===== src/periodic_oneshot_compare_timer_macros.svh =====
// Assertion macros shared by the timer RTL.
// POCT_ASSERT_IMPL checks cons in the same cycle as ante.
// POCT_ASSERT_NEXT checks cons in the cycle after ante.
`ifndef PERIODIC_ONESHOT_COMPARE_TIMER_MACROS_SVH
`define PERIODIC_ONESHOT_COMPARE_TIMER_MACROS_SVH

`ifndef NO_ASSERTIONS
`define POCT_ASSERT_IMPL(label, ante, cons) \
   label: assert property (@(posedge clock) disable iff (reset) (ante) |-> (cons)) \
      else $error("periodic_oneshot_compare_timer: same-cycle check failed");
`define POCT_ASSERT_NEXT(label, ante, cons) \
   label: assert property (@(posedge clock) disable iff (reset) (ante) |=> (cons)) \
      else $error("periodic_oneshot_compare_timer: next-cycle check failed");
`else
`define POCT_ASSERT_IMPL(label, ante, cons)
`define POCT_ASSERT_NEXT(label, ante, cons)
`endif

`endif


===== src/poct_pkg.sv =====
`default_nettype none

package poct_pkg;

   localparam int unsigned TIME_W     = 64;
   localparam int unsigned FREQ_W     = 32;
   localparam int unsigned DIV_STEPS  = FREQ_W;
   localparam int unsigned DIV_CNT_W  = $clog2(DIV_STEPS);
   localparam int unsigned CSR_ADDR_W = 3;

   localparam logic [FREQ_W-1:0] FREQ_RESET = 32'd62500000;

   // register index taken from the word address bit
   localparam logic CSR_IDX_FREQ = 1'b0;

   typedef enum logic [1:0] {
      OP_TICK         = 2'd0,
      OP_ARM_PERIODIC = 2'd1,
      OP_ARM_ONESHOT  = 2'd2,
      OP_SERVICE      = 2'd3
   } op_type;

   typedef enum logic [1:0] {
      MODE_OFF      = 2'd0,
      MODE_PERIODIC = 2'd1,
      MODE_ONESHOT  = 2'd2
   } mode_type;

   typedef enum logic [2:0] {
      ST_IDLE,
      ST_DECODE,
      ST_DIVIDE,
      ST_UPDATE,
      ST_RESULT
   } state_type;

   typedef struct packed {
      logic capture;
      logic div_start;
      logic update;
      logic load_rsp;
   } cmd_type;

   typedef struct packed {
      op_type op;
      logic   div_done;
      logic   rsp_full;
   } status_type;

endpackage

`default_nettype wire


===== src/poct_div.sv =====
`default_nettype none

`include "periodic_oneshot_compare_timer_macros.svh"

module poct_div (
   input  wire logic                         clock,
   input  wire logic                         reset,
   input  wire logic                         start,
   input  wire logic [poct_pkg::FREQ_W-1:0]  dividend,
   input  wire logic [poct_pkg::FREQ_W-1:0]  divisor,
   output logic                              done,
   output logic [poct_pkg::FREQ_W-1:0]       quotient
);
   import poct_pkg::*;

   logic [FREQ_W-1:0]    rem_ff, rem_in;
   logic [FREQ_W-1:0]    quo_ff, quo_in;
   logic [FREQ_W-1:0]    dvs_ff, dvs_in;
   logic [DIV_CNT_W-1:0] cnt_ff, cnt_in;
   logic                 busy_ff, busy_in;
   logic                 done_ff, done_in;
   logic [FREQ_W:0]      shifted;
   logic [FREQ_W:0]      diff;

   // one restoring step: shift in the next dividend bit, try the subtract
   assign shifted = {rem_ff, quo_ff[FREQ_W-1]};
   assign diff    = shifted - {1'b0, dvs_ff};

   always_comb begin
      rem_in  = rem_ff;
      quo_in  = quo_ff;
      dvs_in  = dvs_ff;
      cnt_in  = cnt_ff;
      busy_in = busy_ff;
      done_in = 1'b0;
      if (start) begin
         rem_in  = '0;
         quo_in  = dividend;
         dvs_in  = divisor;
         cnt_in  = '0;
         busy_in = 1'b1;
      end else if (busy_ff) begin
         if (!diff[FREQ_W]) begin
            rem_in = diff[FREQ_W-1:0];
            quo_in = {quo_ff[FREQ_W-2:0], 1'b1};
         end else begin
            rem_in = shifted[FREQ_W-1:0];
            quo_in = {quo_ff[FREQ_W-2:0], 1'b0};
         end
         cnt_in = cnt_ff + 1'b1;
         if (cnt_ff == DIV_CNT_W'(DIV_STEPS - 1)) begin
            busy_in = 1'b0;
            done_in = 1'b1;
         end
      end
   end

   always_ff @(posedge clock) begin
      rem_ff <= rem_in;
      quo_ff <= quo_in;
      dvs_ff <= dvs_in;
      if (reset) begin
         cnt_ff  <= '0;
         busy_ff <= 1'b0;
         done_ff <= 1'b0;
      end else begin
         cnt_ff  <= cnt_in;
         busy_ff <= busy_in;
         done_ff <= done_in;
      end
   end

   assign done     = done_ff;
   assign quotient = quo_ff;

endmodule

`default_nettype wire


===== src/poct_dp.sv =====
`default_nettype none

`include "periodic_oneshot_compare_timer_macros.svh"

module poct_dp (
   input  wire logic                             clock,
   input  wire logic                             reset,
   input  wire poct_pkg::cmd_type                cmd,
   output poct_pkg::status_type                  status,
   input  wire logic [1:0]                       req_opcode,
   input  wire logic [poct_pkg::TIME_W-1:0]      req_now,
   input  wire logic [poct_pkg::FREQ_W-1:0]      req_rate_hz,
   input  wire logic [poct_pkg::TIME_W-1:0]      req_deadline,
   input  wire logic                             rsp_ready,
   output logic                                  rsp_valid,
   output logic                                  rsp_fire,
   output logic [poct_pkg::TIME_W-1:0]           rsp_event_count,
   output logic                                  rsp_enabled,
   output logic [1:0]                            rsp_mode,
   output logic [poct_pkg::TIME_W-1:0]           rsp_compare_value,
   input  wire logic                             csr_wr,
   input  wire logic [poct_pkg::CSR_ADDR_W-1:0]  csr_paddr,
   input  wire logic [poct_pkg::FREQ_W-1:0]      csr_pwdata,
   output logic [poct_pkg::FREQ_W-1:0]           csr_prdata
);
   import poct_pkg::*;

   // captured input word
   op_type            op_ff, op_in;
   logic [TIME_W-1:0] now_ff, now_in;
   logic [FREQ_W-1:0] rate_ff, rate_in;
   logic [TIME_W-1:0] dl_ff, dl_in;

   // timer state
   logic [FREQ_W-1:0] freq_ff, freq_in;
   mode_type          mode_ff, mode_in;
   logic              enable_ff, enable_in;
   logic [FREQ_W-1:0] period_ff, period_in;
   logic [TIME_W-1:0] deadline_ff, deadline_in;
   logic [TIME_W-1:0] event_ff, event_in;

   // result register
   logic              rsp_valid_ff, rsp_valid_in;
   logic              rsp_fire_ff;
   logic [TIME_W-1:0] rsp_event_ff;
   logic              rsp_enabled_ff;
   mode_type          rsp_mode_ff;
   logic [TIME_W-1:0] rsp_compare_ff;

   logic              div_done;
   logic [FREQ_W-1:0] quotient;
   logic [FREQ_W-1:0] new_period;
   logic [TIME_W-1:0] arm_sum;
   logic [TIME_W-1:0] late_sum;
   logic [TIME_W-1:0] early_sum;
   logic              late;
   logic              fire;

   poct_div u_div (
      .clock    (clock),
      .reset    (reset),
      .start    (cmd.div_start),
      .dividend (freq_ff),
      .divisor  (rate_ff),
      .done     (div_done),
      .quotient (quotient)
   );

   // hold the input word for the whole operation
   always_comb begin
      op_in   = op_ff;
      now_in  = now_ff;
      rate_in = rate_ff;
      dl_in   = dl_ff;
      if (cmd.capture) begin
         op_in   = op_type'(req_opcode);
         now_in  = req_now;
         rate_in = req_rate_hz;
         dl_in   = req_deadline;
      end
   end

   // configuration write
   always_comb begin
      freq_in = freq_ff;
      if (csr_wr && (csr_paddr[2] == CSR_IDX_FREQ)) begin
         freq_in = csr_pwdata;
      end
   end

   assign csr_prdata = (csr_paddr[2] == CSR_IDX_FREQ) ? freq_ff : '0;

   // a zero rate gives a zero period, as does rate above frequency
   assign new_period = (rate_ff == '0) ? '0 : quotient;
   assign arm_sum    = now_ff + {{(TIME_W-FREQ_W){1'b0}}, new_period};
   assign late_sum   = now_ff + {{(TIME_W-FREQ_W){1'b0}}, period_ff};
   assign early_sum  = deadline_ff + {{(TIME_W-FREQ_W){1'b0}}, period_ff};
   assign late       = (now_ff >= deadline_ff);

   // apply the operation to the timer state
   always_comb begin
      mode_in     = mode_ff;
      enable_in   = enable_ff;
      period_in   = period_ff;
      deadline_in = deadline_ff;
      event_in    = event_ff;
      if (cmd.update) begin
         case (op_ff)
            OP_ARM_PERIODIC: begin
               if (new_period == '0) begin
                  mode_in   = MODE_OFF;
                  enable_in = 1'b0;
               end else begin
                  period_in   = new_period;
                  mode_in     = MODE_PERIODIC;
                  deadline_in = arm_sum;
                  enable_in   = 1'b1;
               end
            end
            OP_ARM_ONESHOT: begin
               mode_in     = MODE_ONESHOT;
               deadline_in = dl_ff;
               enable_in   = 1'b1;
            end
            OP_SERVICE: begin
               event_in = event_ff + 1'b1;
               if (mode_ff == MODE_PERIODIC) begin
                  deadline_in = late ? late_sum : early_sum;
               end else begin
                  mode_in   = MODE_OFF;
                  enable_in = 1'b0;
               end
            end
            default: begin
            end
         endcase
      end
   end

   // compare against the updated deadline
   assign fire = enable_ff && (now_ff >= deadline_ff);

   always_comb begin
      rsp_valid_in = rsp_valid_ff;
      if (cmd.load_rsp) begin
         rsp_valid_in = 1'b1;
      end else if (rsp_ready) begin
         rsp_valid_in = 1'b0;
      end
   end

   always_ff @(posedge clock) begin
      op_ff   <= op_in;
      now_ff  <= now_in;
      rate_ff <= rate_in;
      dl_ff   <= dl_in;
      if (cmd.load_rsp) begin
         rsp_fire_ff    <= fire;
         rsp_event_ff   <= event_ff;
         rsp_enabled_ff <= enable_ff;
         rsp_mode_ff    <= mode_ff;
         rsp_compare_ff <= deadline_ff;
      end
      if (reset) begin
         freq_ff      <= FREQ_RESET;
         mode_ff      <= MODE_OFF;
         enable_ff    <= 1'b0;
         period_ff    <= '0;
         deadline_ff  <= '0;
         event_ff     <= '0;
         rsp_valid_ff <= 1'b0;
      end else begin
         freq_ff      <= freq_in;
         mode_ff      <= mode_in;
         enable_ff    <= enable_in;
         period_ff    <= period_in;
         deadline_ff  <= deadline_in;
         event_ff     <= event_in;
         rsp_valid_ff <= rsp_valid_in;
      end
   end

   assign status.op       = op_ff;
   assign status.div_done = div_done;
   assign status.rsp_full = rsp_valid_ff;

   assign rsp_valid         = rsp_valid_ff;
   assign rsp_fire          = rsp_fire_ff;
   assign rsp_event_count   = rsp_event_ff;
   assign rsp_enabled       = rsp_enabled_ff;
   assign rsp_mode          = rsp_mode_ff;
   assign rsp_compare_value = rsp_compare_ff;

   // compare enable and a live mode go together
   `POCT_ASSERT_IMPL(a_enable_has_mode, enable_ff, mode_ff != MODE_OFF)
   // periodic mode always runs with a nonzero period
   `POCT_ASSERT_IMPL(a_periodic_period, mode_ff == MODE_PERIODIC, period_ff != '0)
   // only a service step moves the event count
   `POCT_ASSERT_NEXT(a_count_on_service, !(cmd.update && (op_ff == OP_SERVICE)),
                     $stable(event_ff))

endmodule

`default_nettype wire


===== src/poct_ctrl.sv =====
`default_nettype none

`include "periodic_oneshot_compare_timer_macros.svh"

module poct_ctrl (
   input  wire logic                  clock,
   input  wire logic                  reset,
   input  wire logic                  req_valid,
   output logic                       req_ready,
   input  wire logic                  rsp_ready,
   input  wire poct_pkg::status_type  status,
   output poct_pkg::cmd_type          cmd
);
   import poct_pkg::*;

   state_type state_ff, state_in;
   logic      ready;

   // in idle, take a word once the result register is empty or being drained
   assign ready = (state_ff == ST_IDLE) && (!status.rsp_full || rsp_ready);

   // next state
   always_comb begin
      state_in = state_ff;
      case (state_ff)
         ST_IDLE: begin
            if (req_valid && ready) begin
               state_in = ST_DECODE;
            end
         end
         ST_DECODE: begin
            state_in = (status.op == OP_ARM_PERIODIC) ? ST_DIVIDE : ST_UPDATE;
         end
         ST_DIVIDE: begin
            if (status.div_done) begin
               state_in = ST_UPDATE;
            end
         end
         ST_UPDATE: begin
            state_in = ST_RESULT;
         end
         ST_RESULT: begin
            state_in = ST_IDLE;
         end
         default: begin
            state_in = ST_IDLE;
         end
      endcase
   end

   // commands
   always_comb begin
      cmd = '0;
      case (state_ff)
         ST_IDLE: begin
            cmd.capture = req_valid && ready;
         end
         ST_DECODE: begin
            cmd.div_start = (status.op == OP_ARM_PERIODIC);
         end
         ST_UPDATE: begin
            cmd.update = 1'b1;
         end
         ST_RESULT: begin
            cmd.load_rsp = 1'b1;
         end
         default: begin
         end
      endcase
   end

   always_ff @(posedge clock) begin
      if (reset) begin
         state_ff <= ST_IDLE;
      end else begin
         state_ff <= state_in;
      end
   end

   assign req_ready = ready;

   // the result register is never overwritten while full
   `POCT_ASSERT_IMPL(a_load_when_empty, state_ff == ST_RESULT, !status.rsp_full)
   // the divider only runs for a periodic arm
   `POCT_ASSERT_IMPL(a_divide_periodic, state_ff == ST_DIVIDE, status.op == OP_ARM_PERIODIC)

endmodule

`default_nettype wire


===== src/periodic_oneshot_compare_timer.sv =====
// Channel  | Direction | Handshake         | Payload
// req      | in        | req_valid/ready   | opcode, now, rate_hz, deadline
// rsp      | out       | rsp_valid/ready   | fire, event_count, enabled, mode,
//          |           |                   | compare_value
// csr      | in/out    | APB psel/penable  | counter_frequency at byte 0
//
// Tick, arm one-shot and service go from accept through decode, update and result back to idle.
// Arm periodic adds a divide state before update, where the 32-step restoring divider runs.
// Reset is synchronous: state clears, counter_frequency returns to 62500000.
// A result waiting in the output register holds off the next word until it is
// taken; the block accepts that word in the cycle the result is taken.
`default_nettype none

module periodic_oneshot_compare_timer (
   input  wire logic                             clock,
   input  wire logic                             reset,
   input  wire logic                             req_valid,
   output logic                                  req_ready,
   input  wire logic [1:0]                       req_opcode,
   input  wire logic [poct_pkg::TIME_W-1:0]      req_now,
   input  wire logic [poct_pkg::FREQ_W-1:0]      req_rate_hz,
   input  wire logic [poct_pkg::TIME_W-1:0]      req_deadline,
   output logic                                  rsp_valid,
   input  wire logic                             rsp_ready,
   output logic                                  rsp_fire,
   output logic [poct_pkg::TIME_W-1:0]           rsp_event_count,
   output logic                                  rsp_enabled,
   output logic [1:0]                            rsp_mode,
   output logic [poct_pkg::TIME_W-1:0]           rsp_compare_value,
   input  wire logic                             csr_psel,
   input  wire logic                             csr_penable,
   input  wire logic                             csr_pwrite,
   input  wire logic [poct_pkg::CSR_ADDR_W-1:0]  csr_paddr,
   input  wire logic [poct_pkg::FREQ_W-1:0]      csr_pwdata,
   output logic [poct_pkg::FREQ_W-1:0]           csr_prdata,
   output logic                                  csr_pready
);
   import poct_pkg::*;

   cmd_type    cmd;
   status_type status;
   logic       csr_wr;

   // zero-wait APB: write on the access phase
   assign csr_pready = 1'b1;
   assign csr_wr     = csr_psel && csr_penable && csr_pwrite && csr_pready;

   poct_ctrl u_ctrl (
      .clock     (clock),
      .reset     (reset),
      .req_valid (req_valid),
      .req_ready (req_ready),
      .rsp_ready (rsp_ready),
      .status    (status),
      .cmd       (cmd)
   );

   poct_dp u_dp (
      .clock             (clock),
      .reset             (reset),
      .cmd               (cmd),
      .status            (status),
      .req_opcode        (req_opcode),
      .req_now           (req_now),
      .req_rate_hz       (req_rate_hz),
      .req_deadline      (req_deadline),
      .rsp_ready         (rsp_ready),
      .rsp_valid         (rsp_valid),
      .rsp_fire          (rsp_fire),
      .rsp_event_count   (rsp_event_count),
      .rsp_enabled       (rsp_enabled),
      .rsp_mode          (rsp_mode),
      .rsp_compare_value (rsp_compare_value),
      .csr_wr            (csr_wr),
      .csr_paddr         (csr_paddr),
      .csr_pwdata        (csr_pwdata),
      .csr_prdata        (csr_prdata)
   );

endmodule

`default_nettype wire

===== config.mk =====
export PLATFORM = sky130hd
export DESIGN_NAME = periodic_oneshot_compare_timer
export DESIGN_NICKNAME = d
export VERILOG_FILES = /design/src/poct_pkg.sv /design/src/poct_div.sv /design/src/poct_dp.sv /design/src/poct_ctrl.sv /design/src/periodic_oneshot_compare_timer.sv
export VERILOG_INCLUDE_DIRS = /design/src /design/src/src
export SDC_FILE = /design/constraint.sdc
export NUM_CORES = 1
export LEC_CHECK = 0
export BUFFER_PORTS_ARGS = -buffer_cell sky130_fd_sc_hd__buf_2
export CAP_MARGIN = 10
export CORE_ASPECT_RATIO = 1.1
export CORE_UTILIZATION = 55
export CTS_CLUSTER_SIZE = 12
export DETAILED_ROUTE_END_ITERATION = 8
export MAX_ROUTING_LAYER = met4
export PLACE_DENSITY_LB_ADDON = 0.3
export SLEW_MARGIN = 30
export SYNTH_ARGS = -nofsm -noshare
export SYNTH_HDL_FRONTEND = slang
export SYNTH_SLANG_ARGS = --single-unit
export TNS_END_PERCENT = 10

===== constraint.sdc =====
create_clock -name clock -period 21.8 [get_ports clock]
set_clock_uncertainty 0.15 [all_clocks]
set_input_delay 2.18 -clock clock [delete_from_list [all_inputs] [get_ports clock]]
set_output_delay 2.18 -clock clock [all_outputs]
set_load 0.005 [all_outputs]

* After elaboration in Yosys (flattened, before gate mapping)
Cells that the tools add are included.
Operators by class: reduce and logical (&&, ||, !) cells 21, divide/modulo/power cells 0, $mul 0, magnitude comparators 1, eq/ne operators 14, multiplexer cells 30, add/sub/neg operators 6, shift-type cells 0, bitwise gates (word level) 3
Operator list (count):
- adder 64 x 32 -> 64 bit | 3
- two-way mux 64 bit | 3
- one-hot mux 64 bit (3 select lines) | 1
- two-way mux 32 bit | 5
- adder 64 x 1 -> 64 bit, second input constant | 1
- greater-or-equal comparator 64 bit | 1
- zero test 32 bit | 2
- subtractor 33 x 32 -> 33 bit | 1
- two-way mux 1 bit | 15
- one-hot mux 3 bit (4 select lines) | 1
- != test 2 bit, second input constant | 4
- == test 3 x 2 -> 1 bit, second input constant | 2
- logical AND 1 bit | 6
- two-way mux 3 bit | 2
- one-hot mux 2 bit (3 select lines) | 1
- AND reduction 3 bit | 2
- adder 5 x 1 -> 5 bit, second input constant | 1
- == test 5 bit, second input constant | 1
- == test 2 x 1 -> 1 bit, second input constant | 2
- == test 2 bit, second input constant | 2
- AND reduction 2 bit | 2
- AND reduction 4 bit | 1
- nonzero test 2 bit | 2
- == test 3 x 1 -> 1 bit, second input constant | 1
- other kinds (11) | 13
Word-level totals: output and inout port bits 167, bits in writable memories 0, bits in read-only memories 0, register bits 596, input port bits 204, memories kept 0, latch bits 0

* Logic depth before layout (Yosys ltp)
word-level depth 6, mapped depth 30

* By module
From an unflattened synthesis, not the netlist that was laid out.
Second synthesis, totals: cells, all modules 3152, area, all modules 31546.5 sq um
Modules (own cells, without submodules):
- poct_dp | area an instance 25386.8 sq um, sequential area each 12752.2 sq um, cells each 2534, times used 1
- poct_div | area an instance 5968.2 sq um, sequential area each 2702.6 sq um, cells each 594, times used 1
- poct_ctrl | area an instance 173.9 sq um, sequential area each 60.1 sq um, cells each 21, times used 1
- periodic_oneshot_compare_timer | area an instance 17.5 sq um, sequential area each 0.0 sq um, cells each 3, times used 1

* Worst setup path after synthesis
No wires, ideal clock.
kind register to register, from register u_ctrl.state_ff[2], to register u_dp.rsp_compare_ff[0] (netlist: u_dp.rsp_compare_value[0]), enable pin, stages on the path, launching flop included 2, library setup time 0.814 ns, data required time 20.836 ns, data arrival time 9.982 ns, slack 10.854 ns, cells stage by stage dfxtp_1 -> nor3b_1
RTL lines:
- from (decl) | RTL line poct_ctrl.sv:16 | state_type state_ff, state_in;
- from (signal assigned) | RTL line poct_ctrl.sv:76 | state_ff <= state_in;
- to (signal assigned) | RTL line poct_dp.sv:162 | rsp_compare_ff <= deadline_ff;
- to (decl) | RTL line poct_dp.sv:48 | logic [TIME_W-1:0] rsp_compare_ff;

* Worst setup path in the final report
from register u_dp.now_ff[51], to register u_dp.deadline_ff[62]
On the way: word-level cells in the longest chain between the ends 4
Ends and longest elaborated chain:
- from (decl) | RTL line poct_dp.sv:30 | logic [TIME_W-1:0] now_ff, now_in;
- from (signal assigned) | RTL line poct_dp.sv:154 | now_ff <= now_in;
- adder 64 x 32 -> 64 bit or greater-or-equal comparator 64 bit (tied branches) | RTL line poct_dp.sv:96, poct_dp.sv:98
- two-way mux 64 bit | RTL line poct_dp.sv:128 | deadline_in = late ? late_sum : early_sum;
- two-way mux 64 bit | RTL line poct_dp.sv:127 | if (mode_ff == MODE_PERIODIC) begin
- one-hot mux 64 bit (3 select lines) (*) | RTL line poct_dp.sv:108 | case (op_ff)
- to (signal assigned) | RTL line poct_dp.sv:177 | deadline_ff <= deadline_in;
- to (decl) | RTL line poct_dp.sv:39 | logic [TIME_W-1:0] deadline_ff, deadline_in;
Every way passes the cells marked *; elsewhere a longest branch is shown, timed or not. The select of a mux whose other input is x is not followed. A chain may end at the register's enable or synchronous reset.

==> flow_summary_export.csv <==
group,metric,value,unit
cts,clockBufferDepth,3,
setup_path,reg2reg_to,"u_dp.deadline_ff[62]",
global_route,grtUsageMet2,0.513,
timing,worst_slew_pin_slew,0.996,ns
cts,tritoncts,"yes",
timing,rsz0062_at_grt,"no",
setup_path,end_kind,"flop",
cts,insertion_delay,0.60,ns
synth,synth-seq-cells,596,
synth,synth.area.mux_share,0.0333,
placed_design,place_area,33700,sq um
synth,synth_area,31200,sq um
setup_path,reg2reg_from,"u_dp.now_ff[51]",
final_layout,fillerInstances,4593,
final_layout,fin_util,0.639,
pwr,vdd_drop_max,0.0899,mV
synth,synth_nets,3499,
cts,cts-resized-gates,0,
placed_design,gp_congestion,0.986,
timing,setup_viol,0,
detailed_routing,vias,25300,
synth,synth_cell_types,95,
setup_path,required,22.15,ns
setup_path,cp_cell_sequence,"ha_1 > nand2_1 > nor2_1 > nand2_1 > nor4_1 > nand3_1 > o21ai_4 > buf_4 > o21ai_0 > ha_1 > a21o_1 > a21o_1 > a21o_1 > a221oi_1 > nor2_1 > o21ai_1 > and2_1 > a21oi_1 > a211oi_1 > nor2_1 > a31oi_1",
floorplanning,dieArea,57700,sq um
cts,cts_hold_buf,0,
setup_path,crit_path_top_delay_cell,"buf_4",
detailed_routing,routed_wirelength,90100,microns
timing,min_period,7.33,ns
detailed_routing,first_pass_iters,7,
pwr,cellPowerDensity,92.4,nW/um^2
timing,hold_viol,0,
setup_path,critPathArrivalTime,7.68,ns
setup_path,path_max_fanout,82,
setup_path,max_stage_delay,0.76,ns
global_route,grt_max_degree,99,
synth,synth_top_family_by_area,"simple AND/OR/NAND/NOR gates",
timing,finalMaxSlewViolations,0,
timing,slew-limit-headroom,0.335,
floorplanning,pin_count,371,
cts,cts_sinks,596,
flow_run,cap_viol_max_count,0,
setup_path,ff2ff_path_depth,21,
floorplanning,die_w,229,microns
final_layout,layout-drive-gt1-share,0.165,
global_route,use_met3,0.0358,
min_path,min_to,"u_dp.rsp_compare_value[22]",
floorplanning,core_area,56000,sq um
min_path,hold_depth,0,
global_route,grt_pass1_vias,24500,
floorplanning,core.rowCount,91,
detailed_routing,via_per_inst,5.95,
detailed_routing,drt_iter0_markers,2034,
cts,h-tree-depth,3,
cts,cts_buffers,66,
global_route,antenna_found_initial,4,
placed_design,dp_hpwl,64700,microns
pwr,p_leak,14.0,nW
final_layout,final_common_cell,"buf_2",
global_route,overflow,0,
cts,clkTransAtPathRegs,0.06,ns
timing,fmax,136,MHz
min_path,min_path_type,"reg2reg",
setup_path,start_kind,"flop",
synth,synthXorXnorAreaFrac,0.0511,
timing,fin_crit_sh,0.336,
global_route,grt.busiest_layer,"met2",
cts,postCtsSetupRepairBufs,0,
synth,synth_fa_ha_area_frac,0.0705,
final_layout,final_cell_mix,"366 x buf_2, 358 x nand2_1, 358 x edfxtp_1, 257 x a21oi_1, 251 x nor2_1",
detailed_routing,drc_errors,0,
synth,synth-compound-area-share,0.148,
setup_path,critical_path_class,"reg2reg",
detailed_routing,ant_nets,0,
final_layout,finalInstanceArea,35800,sq um
setup_path,ff2ff_setup_slack,14.47,ns
final_layout,fin_nets,3828,
synth,yosysWarningCount,0,
synth,ys_seq_area_frac,0.497,
final_layout,finalNonFillerCells,4248,
run_status,status,"finished clean",
cts,root_buffer,"clkbuf_16",
global_route,track_usage,0.315,
placed_design,port_buffers,367,
min_path,hp-start,"u_dp.deadline_ff[22]",
global_route,use_met1,0.389,
synth,synthCells,3121,
synth,yosys.area_share.simple,0.165,
final_layout,area_delta_synth_final,14.7,%
synth,synth_edf_count,358,
detailed_routing,routedWlPerCell,21.2,microns
timing,tns,0,ns
synth,avgSynthCellArea,10.0,sq um
synth,synth_ff_type,"edfxtp_1",
floorplanning,die_y,252,microns
global_route,grt_first_pass_wirelength,137000,microns
synth,async_reset_ff_frac,0,
floorplanning,start_util,0.557,
placed_design,place_inst,4126,
registers in the layout, summed over array words and instances (netlist names), 2 cells and up:
signal	flops
u_dp.rsp_event_count	64
u_dp.u_div.cnt_ff	5
u_dp.now_ff	64
u_dp.period_ff	32
u_dp.rsp_mode	2
u_dp.rate_ff	32
u_dp.deadline_ff	64
u_dp.event_ff	64
u_dp.dl_ff	64
u_dp.u_div.dvs_ff	32
u_dp.mode_ff	2
u_dp.freq_ff	32
u_dp.rsp_compare_value	64
u_dp.op_ff	2
u_dp.u_div.rem_ff	32
u_ctrl.state_ff	3
u_dp.u_div.quotient	32
metal layers:
layer,part of all wire,vias to the layer above
li1,-,11900
met1,0.41,12100
met2,0.48,1025
met3,0.061,220
met4,0.045,0
met5,0,-
power breakdown:
part / internal [W] / switching [W] / total (W)
registers: 0.00131 / 0.0000831 / 0.00139
clock network: 0.000645 / 0.000448 / 0.00109
logic: 0.000320 / 0.000504 / 0.000825
cell usage after synthesis (all sizes together) (7+ instances only):
cell,number,area [sq um]
nand2,359,1350
edfxtp,358,10800
a21oi,259,1300
nor2,254,956
dfxtp,238,4760
ha,171,2140
o21ai,158,795
inv,135,507
clkbuf,100,407
xnor2,93,815
xor2,89,780
nand3,72,373
a21o,69,518
a211oi,59,443
nor2b,55,344
nor3,54,290
mux2i,52,521
mux2,46,518
and2,44,277
nand4,43,269
nor4,40,284
and3,38,240
buf,37,193
nand2b,31,194
o21a,22,165
or3,21,131
o211ai,20,150
a31oi,17,106
o31ai,17,160
a221oi,14,123
nand3b,14,105
o21bai,14,105
a311oi,11,103
or2,10,62.6
and4,9,78.8
a21boi,8,60.1
a2111oi,7,88.8
a211o,7,61.3
nor3b,7,52.6
through the flow:
stage / power, W / setup WS (ns) / hold WS (ns)
after CTS: 0.00331 / 14.71 / 0.288
after global placement: 0.00220 / 14.75 / 0.266
final: 0.00331 / 14.47 / 0.287
after floorplan: 0.00200 / 10.85 / 0.258
after global routing: 0.00346 / 14.18 / 0.296
after detailed placement: 0.00222 / 14.73 / 0.275
worst max-delay path, delay by kind of cell (launching register included):
kind                     cells  cell delay, ns
AO/OA/AOI/OAI               10            2.84
adder cells (fa/ha/maj)      2            0.76
buffers and inverters        1            0.76
flip-flops                   1            0.51
AND/OR/NAND/NOR              8            2.16
worst max-delay path by stage:
stage	from	end	slack, ns	depth (start not counted)
6_report	u_dp.now_ff[51]	u_dp.deadline_ff[62]	14.47	21
5_1_grt	u_dp.now_ff[51]	u_dp.deadline_ff[62]	14.18	21
4_1_cts	u_dp.now_ff[51]	u_dp.deadline_ff[62]	14.71	21
3_5_place_dp	u_dp.now_ff[51]	u_dp.deadline_ff[62]	14.73	21
3_3_place_gp	u_dp.deadline_ff[55]	u_dp.deadline_ff[56]	14.75	22
2_1_floorplan	u_ctrl.state_ff[2]	u_dp.rsp_compare_value[0]	10.85	1
layout make-up:
type                    count  area [sq um]  share of cell area
inverters                 135           507              0.0142
multi-input cells        2253         14600               0.409
clock inverters            19           180             0.00503
diodes                      4          10.0            0.000280
repair buffers            398          2080              0.0582
clock buffers              99          1920              0.0537
flip-flops and latches    596         15500               0.434
well taps                 744           931              0.0260
cell families after synthesis:
family,count (synthesis)
and+or+nand+nor,1067
xor gates and xnor gates,182
adders and majority gates,174
buffers and inverters,272
DFF,596
AOI/OAI and AO/OA,731
other,1
muxes,98
(Power assumes the default switching activity.)
